--- config.mk ---
export PLATFORM = sky130hd
export DESIGN_NAME = v3n_sq_lane
export DESIGN_NICKNAME = d
export VERILOG_FILES = /design/src/design/v3n_pkg.sv /design/src/design/v3n_sq_lane.sv
export SDC_FILE = /design/constraint.sdc
export NUM_CORES = 1
export LEC_CHECK = 0
export BUFFER_PORTS_ARGS = -buffer_cell sky130_fd_sc_hd__buf_2
export CORE_AREA = 5 5 132 134
export DETAILED_ROUTE_END_ITERATION = 16
export DIE_AREA = 0 0 137 139
export HOLD_SLACK_MARGIN = 0.15
export PLACE_DENSITY = 0.76
export RECOVER_POWER = 100
export SLEW_MARGIN = 20
export SYNTH_ARGS = -nofsm -noshare
export SYNTH_HDL_FRONTEND = slang
export SYNTH_SLANG_ARGS = --single-unit
--- constraint.sdc ---
create_clock -name clk -period 10.7 [get_ports clk]
set_clock_uncertainty 0.15 [all_clocks]
set_input_delay 1.07 -clock clk [delete_from_list [all_inputs] [get_ports clk]]
set_output_delay 1.07 -clock clk [all_outputs]
set_load 0.02 [all_outputs]
--- src/design/v3n_pkg.sv ---
// ----------------------------------------------------------------------------
// v3n_pkg: shared constants of the vector normalizer
// Default widths for the component inputs and the Q1.F outputs.
// ----------------------------------------------------------------------------
`default_nettype none

package v3n_pkg;

  // Width of one signed input component.
  localparam int COMP_BITS_DEF = 16;
  // Fractional bits of the normalized outputs; outputs are FRAC_BITS + 2 wide.
  localparam int FRAC_BITS_DEF = 14;

endpackage

`default_nettype wire

--- src/design/v3n_sq_lane.sv ---
// ----------------------------------------------------------------------------
// v3n_sq_lane: magnitude and square of one component
// Splits a signed component into sign and magnitude and squares it.
// ----------------------------------------------------------------------------
`default_nettype none

module v3n_sq_lane #(
  parameter int COMP_BITS = v3n_pkg::COMP_BITS_DEF
) (
  input  wire logic                          clk,
  input  wire logic                          en,
  input  wire logic signed [COMP_BITS-1:0]   comp_i,
  output logic             [COMP_BITS-1:0]   mag_o,
  output logic                               neg_o,
  output logic             [2*COMP_BITS-1:0] sq_o
);

  localparam int SQ_BITS = 2 * COMP_BITS;

  logic [COMP_BITS-1:0] raw;
  logic [COMP_BITS-1:0] mag;

  // The most negative value maps to 2^(COMP_BITS-1), which still fits unsigned.
  assign raw = comp_i;
  assign mag = raw[COMP_BITS-1] ? (~raw + COMP_BITS'(1)) : raw;

  always_ff @(posedge clk) begin
    if (en) begin
      mag_o <= mag;
      neg_o <= raw[COMP_BITS-1];
      sq_o  <= SQ_BITS'(mag) * SQ_BITS'(mag);
    end
  end

endmodule

`default_nettype wire

==> out/metrics.csv <==
metric;value;unit
status;complete, but fails checks;
failed_checks;capacitance limit, slew limit;
worstMarginPinSlew;2.716;ns
areaGrowthSynthToFinish;6.113;%
synth_warnings;0;
design.portCount;67;
syn_inst;950;
rows;47;
syn-mean-instance-area;9.587;sq um
cpMostUsedCell;fa_1;
dp_hpwl;17660;um
cp.required;10.59;ns
drv_slew;54;
ys_seq_elements;47;
whs;0.9655;ns
place_congestion;0.9634;
synthTopCellsByArea;fa_1 36%, edfxtp_1 15%, ha_1 13%, inv_1 10%, nand2_1 3.4%;
synth_edf_count;47;
clk_path_buf_depth;2;
io_buffers;65;
fin_crit_sh;0.8700;
die_y;139;um
fin_util;0.5976;
dr.pass1.iters;5;
cpPeakStageDelay;0.76;ns
yosysTopAreaCell;fa_1;
seqCellArea;0.001411;sq mm
tns;0;ns
cp-end-kind;flip-flop;
n_antenna_cell;0;
hold_viol;0;
hold_buffers;0;
clk_pin_slew_worst_paths;0.07;ns
cp_max_fo;9;
core;0.01617;sq mm
via_per_inst;5.384;
clock-root-buffer;clkbuf_16;
yosys.cell_types.count;61;
path_class;input port to flip-flop;
drt_iter0_markers;438;
min_to;mag_o[0];
clock_sinks;47;
grt_pass1_vias;6963;
synth_area;0.009107;sq mm
synth-async-reset-ratio;0;
drv_cap;2;
critPathArrivalTime;9.20;ns
grt_antenna_before_repair;1;
wl_per_cell;16.91;um
synth_ff_type;edfxtp_1;
via_count;6638;
grt_pass1_wl;34380;um
fill_cells;1414;
fin_ws;1.391;ns
htreeDepth;2;
hp-class;input port to flip-flop;
grtUsageTotal;0.2311;
setup_violations;0;
drive_above_1_share;0.03653;
final_nets;1290;
min_path_cells;1;
dieWidth;137;um
drtAntennaViolNets;0;
synth.top_cell.area_share;0.3605;
rsz0062_at_grt;no;
fmax;107.4;MHz
ctsResizeCount;0;
start_util;0.5632;
min_period;9.309;ns
cts_buffers;5;
seq_area_frac_synth;0.1550;
relSlewSlack;-0.8106;
cts_tree;built;
wl;20850;um
slowest_stage;a211oi_1;
preCtsSetupSlack;1.302;ns
die-area;0.01904;sq mm
multi_input_area;0.006570;sq mm
grt_max_degree;48;
post-cts-setup-buffers;0;
drc_errors;0;
grt-ovfl-total;0;
start_kind;input port;
hold_start;comp_i[0];
[synth_stat cells, drive strengths merged, types with 3 or more instances]
master and number:
inv 255, fa 164, ha 96, nand2 84, nor2 72, edfxtp 47, a21oi 29, xnor2 27
clkbuf 20, xor2 19, a21o 16, o21ai 14, nand3 9, o31ai 8, buf 6, o211ai 6
nand4 5, o21a 5, or3 5, and3 4, clkinv 4, nor3 4, o21bai 4, a211oi 3
a31oi 3, nor2b 3, o41ai 3, or4 3
[critical path: cells and delay by family]
| family | cells | cell delay (ns) |
|---|---|---|
| adders and majority gates | 7 | 3.47 |
| AOI/OAI and AO/OA | 6 | 1.85 |
| and+or+nand+nor | 3 | 1.35 |
| xor gates and xnor gates | 2 | 0.84 |
| buffers and inverters | 7 | 0.63 |
[cell usage in the layout (no fill, tap or decap), types with 19 or more instances in the layout]
cell type / n
nand2_1: 82
edfxtp_1: 47
nor2_1: 72
xor2_1: 19
fa_1: 164
a21oi_1: 29
inv_1: 250
ha_1: 96
clkbuf_1: 57
xnor2_1: 27
[cells by family (layout without fill, tap and decap cells)]
family,count (synthesis),after routing,share of synthesized area
simple gates,200,200,0.09727
buf+inv,285,338,0.1203
compound gates,110,110,0.08463
other cells,2,12,0.0008246
flops,47,47,0.1550
fa+ha+maj,260,260,0.4924
xor+xnor,46,46,0.04960
[state kept, by name (all words and copies together), names as in the netlist]
register / flops
mag_o: 16
neg_o: 1
sq_o: 30
[layer usage]
layer	wire [um]	global-route usage	part of all wire	up-vias
met4	669	0.06985	0.032	2
met2	10550	0.3909	0.51	234
met1	8032	0.2992	0.39	3313
met5	12	0	0.00058	-
li1	-	-	-	3050
met3	1586	0.04681	0.076	39
[stage by stage]
stage | cell area, sq um | std cells
floorplan | 9145 | 960
global placement | 9667 | 1225
detailed placement | 9667 | 1225
CTS | 9816 | 1233
global route | 9664 | 1233
finish | 9664 | 1233
[worst max path at each step]
stage                         start       end  slack, ns  depth (start not counted)
final                     comp_i[4]  sq_o[19]       1.39                         25
after global routing      comp_i[0]  sq_o[19]       0.90                         28
after CTS                 comp_i[0]  sq_o[19]       1.62                         28
after detailed placement  comp_i[0]  sq_o[19]       1.30                         28
after global placement    comp_i[0]  sq_o[19]       1.56                         28
after floorplan           comp_i[0]  sq_o[19]       2.43                         28
[final cells by class]
type	count	share of cell area
timing repair buffer	71	0.02965
multi-input combinational	628	0.6798
clock inverter	3	0.002460
sequential	47	0.1460
tap	220	0.02848
clock buffer	5	0.01295
inverter	259	0.1006
Power is not shown: default switching activity piles up to over one toggle a cycle in this logic, so the estimate is an artifact.
