**config.mk**
```make
export PLATFORM = sky130hd
export DESIGN_NAME = v3n_div_lane
export DESIGN_NICKNAME = d
export VERILOG_FILES = /design/src/design/v3n_pkg.sv /design/src/design/v3n_div_lane.sv
export SDC_FILE = /design/constraint.sdc
export NUM_CORES = 1
export LEC_CHECK = 0
export ABC_AREA = 1
export BUFFER_PORTS_ARGS = -buffer_cell sky130_fd_sc_hd__buf_2
export CORE_MARGIN = 10
export CORE_UTILIZATION = 45
export DETAILED_ROUTE_END_ITERATION = 6
export PLACE_DENSITY = 0.67
export SKIP_CTS_REPAIR_TIMING = 1
export SYNTH_ARGS = -nofsm -noshare
export SYNTH_HDL_FRONTEND = slang
export SYNTH_SLANG_ARGS = --single-unit
```
**constraint.sdc**
```tcl
create_clock -name clk -period 2.38 [get_ports clk]
set_clock_uncertainty 0.2 [all_clocks]
set_input_delay 0 -clock clk [delete_from_list [all_inputs] [get_ports clk]]
set_output_delay 0 -clock clk [all_outputs]
set_load 0.005 [all_outputs]
```
**src/design/v3n_pkg.sv**
```systemverilog
// ----------------------------------------------------------------------------
// v3n_pkg: shared constants of the vector normalizer
// Default widths for the component inputs and the Q1.F outputs.
// ----------------------------------------------------------------------------
`default_nettype none

package v3n_pkg;

  // Width of one signed input component.
  localparam int COMP_BITS_DEF = 16;
  // Fractional bits of the normalized outputs; outputs are FRAC_BITS + 2 wide.
  localparam int FRAC_BITS_DEF = 14;

endpackage

`default_nettype wire

```
**src/design/v3n_div_lane.sv**
```systemverilog
// ----------------------------------------------------------------------------
// v3n_div_lane: pipelined fractional divider for one component
// Computes (mag << FRAC_BITS) / len one quotient bit per stage.
// ----------------------------------------------------------------------------
`default_nettype none

module v3n_div_lane #(
  parameter int COMP_BITS = v3n_pkg::COMP_BITS_DEF,
  parameter int FRAC_BITS = v3n_pkg::FRAC_BITS_DEF
) (
  input  wire logic                 clk,
  input  wire logic                 en,
  input  wire logic [COMP_BITS-1:0] mag_i,
  input  wire logic                 neg_i,
  input  wire logic [COMP_BITS-1:0] len_i,
  output logic      [FRAC_BITS:0]   quo_o,
  output logic                      neg_o
);

  // The length is never below a component's magnitude, so the quotient is at
  // most 2^FRAC_BITS and FRAC_BITS + 1 quotient bits cover it.
  localparam int STAGES = FRAC_BITS + 1;

  logic [COMP_BITS-1:0] rem_r [STAGES];
  logic [COMP_BITS-1:0] len_r [STAGES];
  logic [FRAC_BITS:0]   quo_r [STAGES];
  logic                 neg_r [STAGES];

  for (genvar k = 0; k < STAGES; k++) begin : g_stage
    logic [COMP_BITS-1:0] prev_len;
    logic [FRAC_BITS:0]   prev_quo;
    logic                 prev_neg;
    logic [COMP_BITS:0]   part;
    logic                 fit;

    if (k == 0) begin : g_first
      // The integer quotient bit uses the magnitude unshifted.
      assign part     = {1'b0, mag_i};
      assign prev_len = len_i;
      assign prev_quo = '0;
      assign prev_neg = neg_i;
    end else begin : g_next
      assign part     = {rem_r[k-1], 1'b0};
      assign prev_len = len_r[k-1];
      assign prev_quo = quo_r[k-1];
      assign prev_neg = neg_r[k-1];
    end

    assign fit = (part >= {1'b0, prev_len});

    always_ff @(posedge clk) begin
      if (en) begin
        rem_r[k] <= fit ? COMP_BITS'(part - {1'b0, prev_len}) : COMP_BITS'(part);
        len_r[k] <= prev_len;
        quo_r[k] <= {prev_quo[FRAC_BITS-1:0], fit};
        neg_r[k] <= prev_neg;
      end
    end
  end

  assign quo_o = quo_r[STAGES-1];
  assign neg_o = neg_r[STAGES-1];

endmodule

`default_nettype wire

```
==> results of run 1 <==
## registers in the layout, indices dropped and copies added, names as in the netlist
| register | count |
|---|---|
| len_r | 224 |
| rem_r | 224 |
| quo_r | 120 |
| neg_r | 15 |
## power breakdown
group / internal (W) / switching [W] / leakage (nW)
clock: 0.00568 / 0.00415 / 0.995
combinational: 0.00975 / 0.0145 / 14.2
sequential: 0.0148 / 0.00183 / 5.71
## layout make-up
type                    instances  area [sq um]  share of cell area
clock buffers                  69          1560              0.0361
well taps                    1050          1310              0.0304
inverters                     799          3040              0.0704
repair buffers                351          2860              0.0663
flip-flops and latches        583         17500               0.406
multi-input cells            2855         16400               0.379
clock inverters                42           508              0.0118
## worst min-delay path by stage
stage / start / endpoint / cells past startpoint
after floorplan: len_i[0] / len_r[0][0] / 0
after global placement: neg_i / neg_r[0][0] / 1
after detailed placement: neg_i / neg_r[0][0] / 1
after CTS: len_i[0] / len_r[0][0] / 1
after global routing: mag_i[11] / rem_r[0][11] / 4
final: mag_i[11] / rem_r[0][11] / 4
## cell families (layout without fill, tap and decap cells)
logic type	after synthesis	count (layout)	share of synthesized area
compound gates	168	168	0.0239
xor+xnor	96	96	0.0233
fa+ha+maj	253	253	0.0908
buf+inv	844	1261	0.0947
flops	583	583	0.486
simple gates	2336	2338	0.282
## metrics by stage
| stage | worst slack [ns] | instances | TNS (ns) | utilization |
|---|---|---|---|---|
| finish | 0.0466 | 5749 | 0 | 0.546 |
| detailed placement | -0.0222 | 5532 | -0.0618 | 0.491 |
| CTS | -0.0848 | 5643 | -0.951 | 0.518 |
| global route | -0.0536 | 5749 | -0.588 | 0.546 |
| global placement | -0.0438 | 5532 | -0.170 | 0.491 |
| floorplan | 0.336 | 4280 | 0 | - |
## cell usage after synthesis (2+ instances only)
cell	number
nand2_1	1578
inv_1	788
edfxtp_1	583
nand3_1	276
ha_1	239
nor2_1	165
a21oi_1	142
xor2_1	66
nand4_1	59
nor2_2	51
nand3b_1	49
and2_1	42
nand2_2	30
xnor2_1	30
buf_6	25
nor3_1	21
o21ai_0	20
nand3_2	17
buf_2	14
fa_1	14
nand2_4	14
inv_4	10
or2_1	10
nor3_2	9
or2_2	6
clkbuf_2	4
nor2_4	4
or2_0	3
buf_4	2
o21ai_2	2
## critical path, cell delays in order, from the launching register on
cell and delay [ns]:
edfxtp_1 0.49, buf_4 0.19, fa_1 0.43, inv_1 0.11, nand3_1 0.10, nand3_2 0.13, nand3_1 0.11, nand3_1 0.08
nand2_1 0.05, nand3_1 0.07, nand2_1 0.06
## routing by layer
layer,global-route usage,vias to the layer above,wire (um)
met5,0,-,0
met2,0.309,701,42400
li1,-,14376,-
met4,0.0580,0,2420
met1,0.262,13153,40900
met3,0.0287,150,5120
==> metrics.yaml, run 1 <==
cells_and_area:
  final_common_cell: "nand2_1"
  layout_common_cells: "nand2_1, inv_1, edfxtp_1"
  drive_gt1_frac: 0.149
  nFillCells: 7029
  final_area_sq_mm: 0.0432
  syn_to_final_growth_pct: 19.8
  nets: 4939
  diodes: 0
timing:
  drv_slew: 0
  max_freq_mhz: 429
  finalSetupViolations: 0
  timing.hold.ws_ns: -0.00568
  tightest_slew_ns: 0.495
  fin_crit_sh: 0.980
  slew-limit-headroom: 0.670
  fin_crit_ns: 2.33
  hold_viol: 1
power_and_ir_drop:
  p_per_area_mw_per_mm2: 1170
  p_total_w: 0.0507
  leakage_nw: 20.9
  vdd_drop_max_mv: 0.671
placement:
  post-dp-hpwl_mm: 68.1
  dpl_cell_area_sq_mm: 0.0389
  place.gp.congestion: 0.943
  port_buffers: 50
floorplanning:
  fp-row-count: 103
  io_pins: 51
  start_util: 0.455
  die-area_sq_mm: 0.0918
  core-area_sq_mm: 0.0791
  fp.dieW_um: 303
  fp.dieH_um: 303
clock_tree:
  htreeDepth: 2
  clk_latency_ns: 0.69
  clockRootBuffer: "clkbuf_16"
  cts_tree: "done"
  cts_max_path_buffers: 3
  cts_buffers: 61
  cts_sinks: 583
  clkTransAtPathRegs_ns: 0.06
outcome:
  violations: "negative hold slack"
  status: "complete, but fails checks"
worst_setup_path:
  critical_path_class: "reg2reg"
  timing.rr.end: "rem_r[0][76]"
  crit_arrival_ns: 2.52
  rrSetupSlack_ns: 0.05
  cp_max_fo: 3
  crit_start: "len_r[0][49]"
  critPathCapture: "rem_r[0][76]"
  required_ns: 2.57
  cp-end-kind: "flip-flop"
  ff2ff_path_depth: 10
  cp-start-kind: "flip-flop"
  r2r-start: "len_r[0][49]"
grt:
  grt_pass1_wl_mm: 140
  grt_pass1_vias: 26548
  track_usage: 0.191
  grt_max_degree: 92
  antenna_found_initial: 0
  grt-ovfl-total: 0
detailed_routing:
  viasPerCell: 4.94
  wl_per_cell_um: 15.8
  drtIter0Drc: 2154
  firstDrtPassIters: 6
  drc: 0
  num_vias: 28380
  ant_nets: 0
  finalWirelength_mm: 90.8
synthesis:
  yosysSeqAreaShare: 0.486
  yosysTopAreaCellShare: 0.486
  synth_ff_type: "edfxtp_1"
  yosysWarnings: 0
  ys_ff_latch: 583
  synthesis.nets: 4568
  synth_top_area_cell: "edfxtp_1"
  postSynthCellCount: 4280
  syn_area_sq_mm: 0.0360
  async_reset_ff_frac: 0
  avgSynthCellArea_sq_um: 8.42
  synth_cell_types: 37
  synth_edf_count: 583
  synth_area_leaders: "edfxtp_1, nand2_1, ha_1"
run:
  maxCapViolCount: 0
hold_path:
  hp-class: "in2reg"
Note: power is estimated with default switching activity, not from simulation.
==> inputs of run 2 (changes only) <==
--- a/config.mk
+++ b/config.mk
@@ -11,6 +11,7 @@
 export CORE_UTILIZATION = 45
 export DETAILED_ROUTE_END_ITERATION = 6
 export PLACE_DENSITY = 0.67
+export RECOVER_POWER = 25
 export SKIP_CTS_REPAIR_TIMING = 1
 export SYNTH_ARGS = -nofsm -noshare
 export SYNTH_HDL_FRONTEND = slang
==> run 2 against run 1 <==
Net effect: the run still ends with negative hold slack left; final cell count unchanged; register-to-register slack barely moved; critical path depth did not move; sequential share of layout area hardly changed; sequential power hardly changed; combinational power barely moved; power barely moved; maximum frequency is essentially flat; critical path type unchanged; sequential cell count did not move; largest power group unchanged; wire length about the same; cell area barely moved; first-iteration DRC count shrank 0.23%.
==> metrics.yaml, run 2 (same netlist as run 1, synthesis figures left out) <==
timing:
  fin_crit_ns: 2.33  # about the same
  drv_slew: 0  # unchanged
  fin_ws_ns: 0.0469  # was 0.0466 ns
  finalSetupViolations: 0  # unchanged
  max_freq_mhz: 429  # about the same
  tightest_slew_ns: 1.15  # was 0.495 ns
  fin_crit_sh: 0.980  # about the same
  timing.hold.ws_ns: -0.00570  # was -0.00568 ns
  slew-limit-headroom: 0.233  # was 0.670
  hold_viol: 1  # unchanged
power_and_ir_drop:
  leakage_nw: 20.9  # about the same
  vdd_drop_max_mv: 0.671  # about the same
  p_per_area_mw_per_mm2: 1170  # about the same
  p_total_w: 0.0507  # about the same
cells_and_area:
  diodes: 0  # unchanged
  final_cell_count_no_fill: 5749  # unchanged
  layout_common_cells: "nand2_1, inv_1, edfxtp_1"  # unchanged
  finish.utilization: 0.545  # was 0.546
  syn_to_final_growth_pct: 19.8  # about the same
  drive_gt1_frac: 0.148  # was 0.149
  top_regs: "len_r (224), rem_r (224), quo_r (120)"  # unchanged
  seq_area_sq_mm: 0.0175  # unchanged
  final_common_cell: "nand2_1"  # unchanged
  nFillCells: 7030  # was 7,029
  nets: 4939  # unchanged
  multiInputGateArea_sq_mm: 0.0164  # unchanged
outcome:
  violations: "negative hold slack"  # unchanged
  status: "complete, but fails checks"  # unchanged
placement:
  dp_slack_ns: -0.0222  # unchanged
  port_buffers: 50  # unchanged
  dp.cells: 5532  # unchanged
  place.gp.congestion: 0.943  # unchanged
  post-dp-hpwl_mm: 68.1  # unchanged
detailed_routing:
  drtIter0Drc: 2149  # was 2,154
  drc: 0  # unchanged
  viasPerCell: 4.96  # was 4.94
  ant_nets: 0  # unchanged
  wl_per_cell_um: 15.8  # about the same
  finalWirelength_mm: 90.8  # about the same
  firstDrtPassIters: 6  # unchanged
  num_vias: 28494  # was 28,380
clock_tree:
  clockRootBuffer: "clkbuf_16"  # unchanged
  cts_sinks: 583  # unchanged
  cts_tree: "done"  # unchanged
  clk_latency_ns: 0.69  # about the same
  clkTransAtPathRegs_ns: 0.06  # about the same
  cts_max_path_buffers: 3  # unchanged
  htreeDepth: 2  # unchanged
  cts_buffers: 61  # unchanged
grt:
  grt-ovfl-total: 0  # unchanged
  track_usage: 0.191  # unchanged
  antenna_found_initial: 0  # unchanged
  grt_pass1_wl_mm: 140  # unchanged
  grt_pass1_vias: 26548  # unchanged
  grt_max_degree: 92  # unchanged
floorplanning:
  die-area_sq_mm: 0.0918  # unchanged
  fp.dieW_um: 303  # unchanged
  start_util: 0.455  # unchanged
  io_pins: 51  # unchanged
  fp-row-count: 103  # unchanged
  fp.dieH_um: 303  # unchanged
  core-area_sq_mm: 0.0791  # unchanged
worst_setup_path:
  crit_arrival_ns: 2.52  # about the same
  cp-end-kind: "flip-flop"  # unchanged
  required_ns: 2.57  # about the same
  cp-start-kind: "flip-flop"  # unchanged
  critical_path_class: "reg2reg"  # unchanged
  cp_max_fo: 3  # unchanged
hold_path:
  hp-class: "in2reg"  # unchanged
run:
  maxCapViolCount: 0  # unchanged
-- run 2: per-layer routing --
metal / GRT usage / vias up / part of all wire
li1: - / 14381 / -
met1: 0.262 / 13213 / 0.45
met2: 0.309 / 742 / 0.47
met3: 0.0287 / 158 / 0.057
met4: 0.0580 / 0 / 0.027
met5: 0 / - / 0
-- run 2: critical path: stages, from the launching register on --
cell,delay [ns]
edfxtp_1,0.48
buf_4,0.19
fa_1,0.44
inv_1,0.12
nand3_1,0.10
nand3_2,0.13
nand3_1,0.11
nand3_1,0.08
nand2_1,0.05
nand3_1,0.07
nand2_1,0.07
-- run 2: cell type report --
class,instances,area share
Timing Repair Buffer,351,0.0661
Clock buffer,69,0.0361
Clock inverter,42,0.0118
Inverter,799,0.0704
Tap cell,1050,0.0304
Sequential cell,583,0.406
Multi-Input combinational cell,2855,0.380
-- run 2: power by group --
part	switching [W]	internal (W)	total [W]
sequential	0.00182	0.0148	0.0166
combinational	0.0145	0.00974	0.0242
clock	0.00416	0.00568	0.00984
total	0.0205	0.0302	0.0507
-- run 2: path summary, 6_finish.rpt --
path | slack (ns) | cells past startpoint | start | to
worst max register to register | 0.05 | 10 | len_r[0][49] | rem_r[0][76]
worst min register to register | 0.19 | 0 | quo_r[0][77] | quo_r[0][93]
worst max-delay path | 0.05 | 10 | len_r[0][49] | rem_r[0][76]
worst min-delay path | -0.006 | 4 | mag_i[11] | rem_r[0][11]
-- run 2: metrics by stage --
| stage | setup TNS [ns] | area, sq um |
|---|---|---|
| CTS | -0.951 | 41000 |
| floorplan | 0 | 36000 |
| detailed placement | -0.0618 | 38900 |
| global route | -0.588 | 43200 |
| finish | 0 | 43200 |
| global placement | -0.170 | 38900 |
