**config.mk**
```make
export PLATFORM = sky130hd
export DESIGN_NAME = v3n_sqrt
export DESIGN_NICKNAME = d
export VERILOG_FILES = /design/src/design/v3n_pkg.sv /design/src/design/v3n_sqrt.sv
export SDC_FILE = /design/constraint.sdc
export NUM_CORES = 1
export LEC_CHECK = 0
export ABC_AREA = 1
export BUFFER_PORTS_ARGS = -buffer_cell sky130_fd_sc_hd__buf_2
export CELL_PAD_IN_SITES_DETAIL_PLACEMENT = 0
export CELL_PAD_IN_SITES_GLOBAL_PLACEMENT = 2
export CORE_AREA = 2 2 284 286
export DETAILED_ROUTE_END_ITERATION = 7
export DIE_AREA = 0 0 286 288
export HOLD_SLACK_MARGIN = 0.15
export MAX_ROUTING_LAYER = met4
export PLACE_DENSITY_LB_ADDON = 0.1
export SYNTH_ARGS = -nofsm -noshare
export SYNTH_HDL_FRONTEND = slang
export SYNTH_SLANG_ARGS = --single-unit
```
**constraint.sdc**
```tcl
create_clock -name clk -period 2.4 [get_ports clk]
set_input_delay 0.12 -clock clk [delete_from_list [all_inputs] [get_ports clk]]
set_output_delay 0.12 -clock clk [all_outputs]
set_load 0.01 [all_outputs]
```
**src/design/v3n_pkg.sv**
```systemverilog
// ----------------------------------------------------------------------------
// v3n_pkg: shared constants of the vector normalizer
// Default widths for the component inputs and the Q1.F outputs.
// ----------------------------------------------------------------------------
`default_nettype none

package v3n_pkg;

  // Width of one signed input component.
  localparam int COMP_BITS_DEF = 16;
  // Fractional bits of the normalized outputs; outputs are FRAC_BITS + 2 wide.
  localparam int FRAC_BITS_DEF = 14;

endpackage

`default_nettype wire

```
**src/design/v3n_sqrt.sv**
```systemverilog
// ----------------------------------------------------------------------------
// v3n_sqrt: pipelined integer square root
// Floor root, one result bit per stage, with a tag carried alongside.
// ----------------------------------------------------------------------------
`default_nettype none

module v3n_sqrt #(
  parameter int RAD_BITS = 2 * v3n_pkg::COMP_BITS_DEF,
  parameter int TAG_BITS = 1
) (
  input  wire logic                  clk,
  input  wire logic                  en,
  input  wire logic [RAD_BITS-1:0]   rad_i,
  input  wire logic [TAG_BITS-1:0]   tag_i,
  output logic      [RAD_BITS/2-1:0] root_o,
  output logic      [TAG_BITS-1:0]   tag_o
);

  localparam int ROOT_BITS = RAD_BITS / 2;
  localparam int REM_BITS  = ROOT_BITS + 2;

  logic [RAD_BITS-1:0]  rad_r  [ROOT_BITS];
  logic [REM_BITS-1:0]  rem_r  [ROOT_BITS];
  logic [ROOT_BITS-1:0] root_r [ROOT_BITS];
  logic [TAG_BITS-1:0]  tag_r  [ROOT_BITS];

  for (genvar k = 0; k < ROOT_BITS; k++) begin : g_stage
    logic [RAD_BITS-1:0]  prev_rad;
    logic [REM_BITS-1:0]  prev_rem;
    logic [ROOT_BITS-1:0] prev_root;
    logic [TAG_BITS-1:0]  prev_tag;
    logic [REM_BITS+1:0]  rem_sh;
    logic [REM_BITS+1:0]  trial;
    logic                 fit;

    if (k == 0) begin : g_first
      assign prev_rad  = rad_i;
      assign prev_rem  = '0;
      assign prev_root = '0;
      assign prev_tag  = tag_i;
    end else begin : g_next
      assign prev_rad  = rad_r[k-1];
      assign prev_rem  = rem_r[k-1];
      assign prev_root = root_r[k-1];
      assign prev_tag  = tag_r[k-1];
    end

    // Bring down the next two radicand bits and try 4*root + 1.
    assign rem_sh = {prev_rem, prev_rad[RAD_BITS-1 -: 2]};
    assign trial  = {2'b00, prev_root, 2'b01};
    assign fit    = (rem_sh >= trial);

    always_ff @(posedge clk) begin
      if (en) begin
        rad_r[k]  <= prev_rad << 2;
        rem_r[k]  <= fit ? REM_BITS'(rem_sh - trial) : REM_BITS'(rem_sh);
        root_r[k] <= {prev_root[ROOT_BITS-2:0], fit};
        tag_r[k]  <= prev_tag;
      end
    end
  end

  assign root_o = root_r[ROOT_BITS-1];
  assign tag_o  = tag_r[ROOT_BITS-1];

endmodule

`default_nettype wire

```
==> impl_metrics.toml, run 1 <==
[logic_synthesis]
synthesis.area_per_instance_um2 = 10.06
synth.lib_cells_used.distinct = 55
async_flop_share = 0
ys_warn_count = 0
synth_enable_flop_cells = 642
synth_seq_area_share = 0.5837
postSynthCellCount = 3282
synth.cell_area_um2 = 33030
synth_fp_nets = 3470
ys_ff_latch = 642
synth_top_flop_cell = "sky130_fd_sc_hd__edfxtp_1"

[die]
chipWidth_um = 286
ios = 52
placement_rows = 104
core-area_um2 = 79640
floorplan.initialDensity = 0.4147
fp.dieH_um = 288
die_area_um2 = 82370

[drt]
post_drt_via_cell_ratio = 4.835
via_count = 22470
first_iter_violations = 1495
drcViolationCount = 0
drt_pre_antenna_iters = 5
routed_wl_um = 77850
routedWlPerCell_um = 16.75
final_antenna_net_count = 0

[critical_path]
critical_path.endpoint_type = "flop"
cell_type_of_the_slowest_stage_on_the_worst_timing_path = "sky130_fd_sc_hd__edfxtp_1"
crit_top_cell = "sky130_fd_sc_hd__nand2_1"
worstPathArrival_ns = 2.63
critical-path-max-stage-delay_ns = 0.41
path_class = "reg2reg"
cp-start-kind = "flop"
critical_path.startpoint = "rem_r[0][127]"
cp_cell_sequence = "ha_1 -> a21oi_1 -> o21ai_2 -> nand3_1 -> nand2_1 -> nor2_1 -> buf_4 -> nor2_1 -> nand2_1 -> nand2_1"
crit_fanout = 4
worstReg2RegStart = "rem_r[0][127]"
worst_ep_required_time_ns = 2.77

[timing]
fin_ws_ns = 0.1416
share_of_the_cycle_needed_by_the_critical_path_after_routing = 0.9410
number_of_max_slew_violations_in_the_final_report = 0
worst_slew_margin_rel = 0.5965
fin_skew_ns = 0.03571
timing_worst_slew_pin_value_ns = 0.6052
hold-worst-slack_ns = 0.2015
fmaxAchievable_ghz = 0.4428
setup_repair_after_global_routing_missed_its_margin = "false"
timing_hold_violations_final = 0
setup_violations = 0
final_period_minus_worst_setup_slack_ns = 2.258

[placed_design]
placement.cell_area_um2 = 35370
place.gp.congestion = 0.8925
dp_hpwl_um = 58920
dpl.cell_count = 4477
post_place_worst_slack_ns = -0.09743
port_buffers = 51

[layout]
final_common_cell = "sky130_fd_sc_hd__nand2_1"
final_net_count = 3720
most-common-layout-cells = "sky130_fd_sc_hd__nand2_1 (862), sky130_fd_sc_hd__edfxtp_1 (642), sky130_fd_sc_hd__inv_1 (466), sky130_fd_sc_hd__nor2_1 (275), sky130_fd_sc_hd__nand3_1 (195)"
final_design_area_no_fill_um2 = 38340
count_of_placed_standard_cells_in_the_final_layout_fillers_left_out = 4647
layout-area-overhead-vs-synth_pct = 16.08
antenna_cells_inserted = 0
n_fill_cell = 7530
drive_above_1_share = 0.1405

[grt]
gr-total-overflow = 0
grt_pass1_wl_um = 122400
grt_pass1_vias = 21980
grt_max_degree = 53
number_of_antenna_violations_at_the_first_check_in_global_routing = 1
grtUsageTotal = 0.1958

[clock_network]
cts.root.buffer_cell = "sky130_fd_sc_hd__clkbuf_16"
clkTransAtPathRegs_ns = 0.06
cts_max_level = 3
clk_path_buf_depth = 3
cts_tree = "built"
clkLatencyLatePin_ns = 0.62
clock_sinks = 642
cts_buffers = 74

[pwr]
power.internal_mw = 22.65
pwr-share-comb = 0.174
pwr-share-seq = 0.459
total_leakage_power_nw = 16.32
power.net_switching_mw = 8.902
p_sw_frac = 0.2821
power.density_cell_area_nw_per_um2 = 823.1
power_total_mw = 31.56
clkPwrFrac = 0.367
vdd.ir_drop.worst_uv = 732.5

[hold_path]
worst_hold_path_type = "in2reg"
holdCritStartpoint = "rad_i[29]"

[flow_run]
maxCapViolCount = 0

[status]
status = "completed"
worst paths after layout:
check	end	slack, ns	cells after the start
setup reg to reg	rem_r[1][10]	0.14	10
hold reg to reg	rad_r[1][28]	0.41	0
setup / recovery	rem_r[1][10]	0.14	10
hold / removal	rad_r[0][29]	0.20	2
cell usage after synthesis (all sizes together), types with 6 or more instances:
cell type / count / area share
nand3: 205 / 0.033
nor2: 301 / 0.037
edfxtp: 642 / 0.58
nand2: 924 / 0.11
or2: 9 / 0.0017
o21bai: 6 / 0.0014
xnor2: 43 / 0.011
ha: 153 / 0.058
buf: 24 / 0.0080
o21ai: 139 / 0.026
nor3: 34 / 0.0063
xor2: 58 / 0.015
inv: 478 / 0.055
a21oi: 165 / 0.031
nand4: 43 / 0.0085
nand3b: 30 / 0.0068
layout make-up:
class,count,area [um2],share of cell area
timing repair buffer,198,1657,0.04321
tap,1060,1326,0.03460
clock buffer,82,1903,0.04964
clock inverter,49,591.8,0.01544
inverter,479,1822,0.04752
sequential,642,19280,0.5029
multi-input combinational,2137,11760,0.3067
critical path: cells and delay by family, from the launching register on:
family	cells	cell delay [ns]
compound gates	2	0.44
fa+ha+maj	1	0.37
buf+inv	1	0.19
flops	1	0.41
simple gates	6	0.61
per-stage QoR:
step | TNS [ns] | utilization
after floorplan | 0 | -
after global placement | -0.8603 | 0.4441
after detailed placement | -0.6781 | 0.4441
after CTS | 0 | 0.4801
after global routing | 0 | 0.4814
final | 0 | 0.4814
power groups by stage:
stage               clock network [mW]  logic [mW]  registers, mW
CTS                               11.9        5.50           14.5
global route                      12.3        6.27           14.6
finish                            11.6        5.50           14.5
floorplan                            0        3.77           14.4
detailed placement                   0        5.42           14.7
global placement                     0        5.41           14.7
per-layer routing:
metal / part of all wire / global-route usage / wire length, um / vias to the layer above
met5: 0 / - / 0 / -
met4: 0.023 / 0.05092 / 1783 / 0
met3: 0.035 / 0.02726 / 2706 / 112
met2: 0.46 / 0.3027 / 35610 / 363
met1: 0.48 / 0.2719 / 37740 / 10510
li1: - / - / - / 11490
registers in the layout, indices dropped and copies added, names as in the netlist:
| name | flops |
|---|---|
| rad_r | 240 |
| tag_r | 16 |
| root_r | 136 |
| rem_r | 250 |
logic make-up (layout without fill, tap and decap cells):
kind of cell | after synthesis | count (layout) | synth area share
buffers and inverters | 504 | 808 | 0.06285
XOR/XNOR | 101 | 101 | 0.02679
flip-flops | 642 | 642 | 0.5837
AND/OR/NAND/NOR | 1557 | 1558 | 0.2072
other | 1 | 1 | 0.0001135
adder cells (fa/ha/maj) | 153 | 153 | 0.05797
AO/OA/AOI/OAI | 324 | 324 | 0.06138
what timing repair did:
action                                  CTS  global route
hold buffers                             35             0
hold endpoints to repair                 60             0
endpoints found under the setup margin   15            72
setup buffers                             0             3
pin swaps                                 1             1
gates resized for setup                   3            25
cloned                                    1             0
Note: power is estimated with default switching activity, not from simulation.
==> run 2: changes to the inputs <==
--- a/config.mk
+++ b/config.mk
@@ -14,7 +14,7 @@
 export DIE_AREA = 0 0 286 288
 export HOLD_SLACK_MARGIN = 0.15
 export MAX_ROUTING_LAYER = met4
-export PLACE_DENSITY_LB_ADDON = 0.1
+export PLACE_DENSITY_LB_ADDON = 0.2
 export SYNTH_ARGS = -nofsm -noshare
 export SYNTH_HDL_FRONTEND = slang
 export SYNTH_SLANG_ARGS = --single-unit
==> run 2 against run 1 <==
Fmax shrank 1.2%. Design area shrank 1.3%. Count of clock-buffer cells in the layout shrank 1. Critical path depth shrank 1. Final cell count shrank 1.0%. Critical path type unchanged.
==> impl_metrics.toml, run 2 (same netlist as run 1, synthesis figures left out) <==
[critical_path]
critical_path.endpoint_type = "flop"
cp-start-kind = "flop"
crit_fanout = 10
worstPathArrival_ns = 2.65
path_class = "reg2reg"
worst_ep_required_time_ns = 2.76

[timing]
number_of_max_slew_violations_in_the_final_report = 0
fin_skew_ns = 0.04704
share_of_the_cycle_needed_by_the_critical_path_after_routing = 0.9523
setup_repair_after_global_routing_missed_its_margin = "false"
worst_slew_margin_rel = 0.6478
fmaxAchievable_ghz = 0.4375
setup_violations = 0
timing_hold_violations_final = 0
timing_worst_slew_pin_value_ns = 0.5228
final_period_minus_worst_setup_slack_ns = 2.286
fin_ws_ns = 0.1145

[die]
floorplan.initialDensity = 0.4147
chipWidth_um = 286
fp.dieH_um = 288
placement_rows = 104
ios = 52
core-area_um2 = 79640
die_area_um2 = 82370

[placed_design]
dp_hpwl_um = 57920
place.gp.congestion = 0.8692
post_place_worst_slack_ns = -0.02117
port_buffers = 51

[drt]
final_antenna_net_count = 0
via_count = 22410
drcViolationCount = 0
routedWlPerCell_um = 16.43
first_iter_violations = 1607
routed_wl_um = 75600
post_drt_via_cell_ratio = 4.871
drt_pre_antenna_iters = 5

[grt]
gr_met3_demand_resource = 0.02393
number_of_antenna_violations_at_the_first_check_in_global_routing = 1
grt_use_met2 = 0.2944
globalRoute.busiestLayer = "met2"
gr-total-overflow = 0
grtUsageTotal = 0.1906
gr-usage-met1 = 0.2668
grt_pass1_vias = 21920
grt_pass1_wl_um = 120200
grt_max_degree = 94

[clock_network]
cts_max_level = 3
cts_tree = "built"
cts.root.buffer_cell = "sky130_fd_sc_hd__clkbuf_16"
clkTransAtPathRegs_ns = 0.06
clk_path_buf_depth = 3
cts_buffers = 73
clkLatencyLatePin_ns = 0.64
clock_sinks = 642

[layout]
layout-area-overhead-vs-synth_pct = 14.60
final_net_count = 3672
regMostFlops = "rem_r"
drive_above_1_share = 0.1268
final_common_cell = "sky130_fd_sc_hd__nand2_1"
most-common-layout-cells = "sky130_fd_sc_hd__nand2_1 (863), sky130_fd_sc_hd__edfxtp_1 (642), sky130_fd_sc_hd__inv_1 (466), sky130_fd_sc_hd__nor2_1 (274), sky130_fd_sc_hd__nand3_1 (195)"
largestRegisters = "rem_r x250, rad_r x240, root_r x136"
n_fill_cell = 7516
largest_register_ff_count = 250
antenna_cells_inserted = 0

[pwr]
total_leakage_power_nw = 16.03
power.density_cell_area_nw_per_um2 = 815.3
vdd.ir_drop.worst_uv = 572.1
power_total_mw = 30.86

[status]
status = "completed"

[flow_run]
maxCapViolCount = 0

[hold_path]
worst_hold_path_type = "in2reg"
-- run 2: changes by cell type in the layout (fill, tap and decap cells not counted), sizes merged --
cell    before  now
clkbuf      82   81
bufinv      10    6
buf        163  117
inv        482  481
clkinv      29   35
nor2       302  301
-- run 2: path summary, 6_finish.rpt --
path	startpoint	end	slack (ns)	depth (start not counted)
worst min register to register	rad_r[1][144]	rad_r[1][176]	0.40	0
worst max register to register	rem_r[0][114]	rem_r[0][126]	0.11	9
worst min-delay path	rad_i[7]	rad_r[0][7]	0.21	2
worst max-delay path	rem_r[0][114]	rem_r[0][126]	0.11	9
-- run 2: report_power, final --
part	switching (mW)	internal, mW
combinational	3.37	1.94
sequential	0.746	13.7
clock	4.74	6.34
total	8.85	22.0
-- run 2: metal layers --
layer  share of wire  up-vias  wire (um)
li1                -    11400          -
met1            0.49    10490      36710
met2            0.45      424      34300
met3           0.043       95       3224
met4           0.018        0       1365
met5               0        -          0
-- run 2: timing repair --
| item | in CTS | in global routing |
|---|---|---|
| endpoints found under the hold margin | 222 | 0 |
| endpoints found under the setup margin | 7 | 61 |
| pin swaps | 0 | 1 |
| cloned | 0 | 0 |
| resized for setup | 2 | 19 |
| setup buffers | 0 | 1 |
| hold buffers | 35 | 0 |
-- run 2: area by class of cell --
type                    instances  area, um2  area share
clock buffers                  81       1857     0.04906
repair buffers                152       1299     0.03432
multi-input cells            2136      11720      0.3096
flip-flops and latches        642      19280      0.5094
inverters                     479       1822     0.04814
clock inverters                50      545.5     0.01441
well taps                    1060       1326     0.03504
-- run 2: per-stage QoR --
step	util	instance area (um2)	cells	setup TNS, ns	hold WS, ns
after floorplan	-	33030	3282	0	0.2189
after global placement	0.4398	35030	4433	-0.02135	0.2961
after detailed placement	0.4398	35030	4433	-0.03168	0.2981
after CTS	0.4745	37790	4599	0	0.1616
after global routing	0.4752	37850	4600	0	0.1792
final	0.4752	37850	4600	0	0.2054
-- run 2: worst max-delay path: stages (launching register included) --
cell and delay, ns:
sky130_fd_sc_hd__edfxtp_1 0.46, sky130_fd_sc_hd__ha_1 0.42, sky130_fd_sc_hd__nand2_1 0.15, sky130_fd_sc_hd__inv_2 0.06, sky130_fd_sc_hd__nand2_1 0.11, sky130_fd_sc_hd__nor3_1 0.06
sky130_fd_sc_hd__nand2_1 0.14, sky130_fd_sc_hd__nand4_2 0.37, sky130_fd_sc_hd__nand2_1 0.15, sky130_fd_sc_hd__nand2_1 0.11
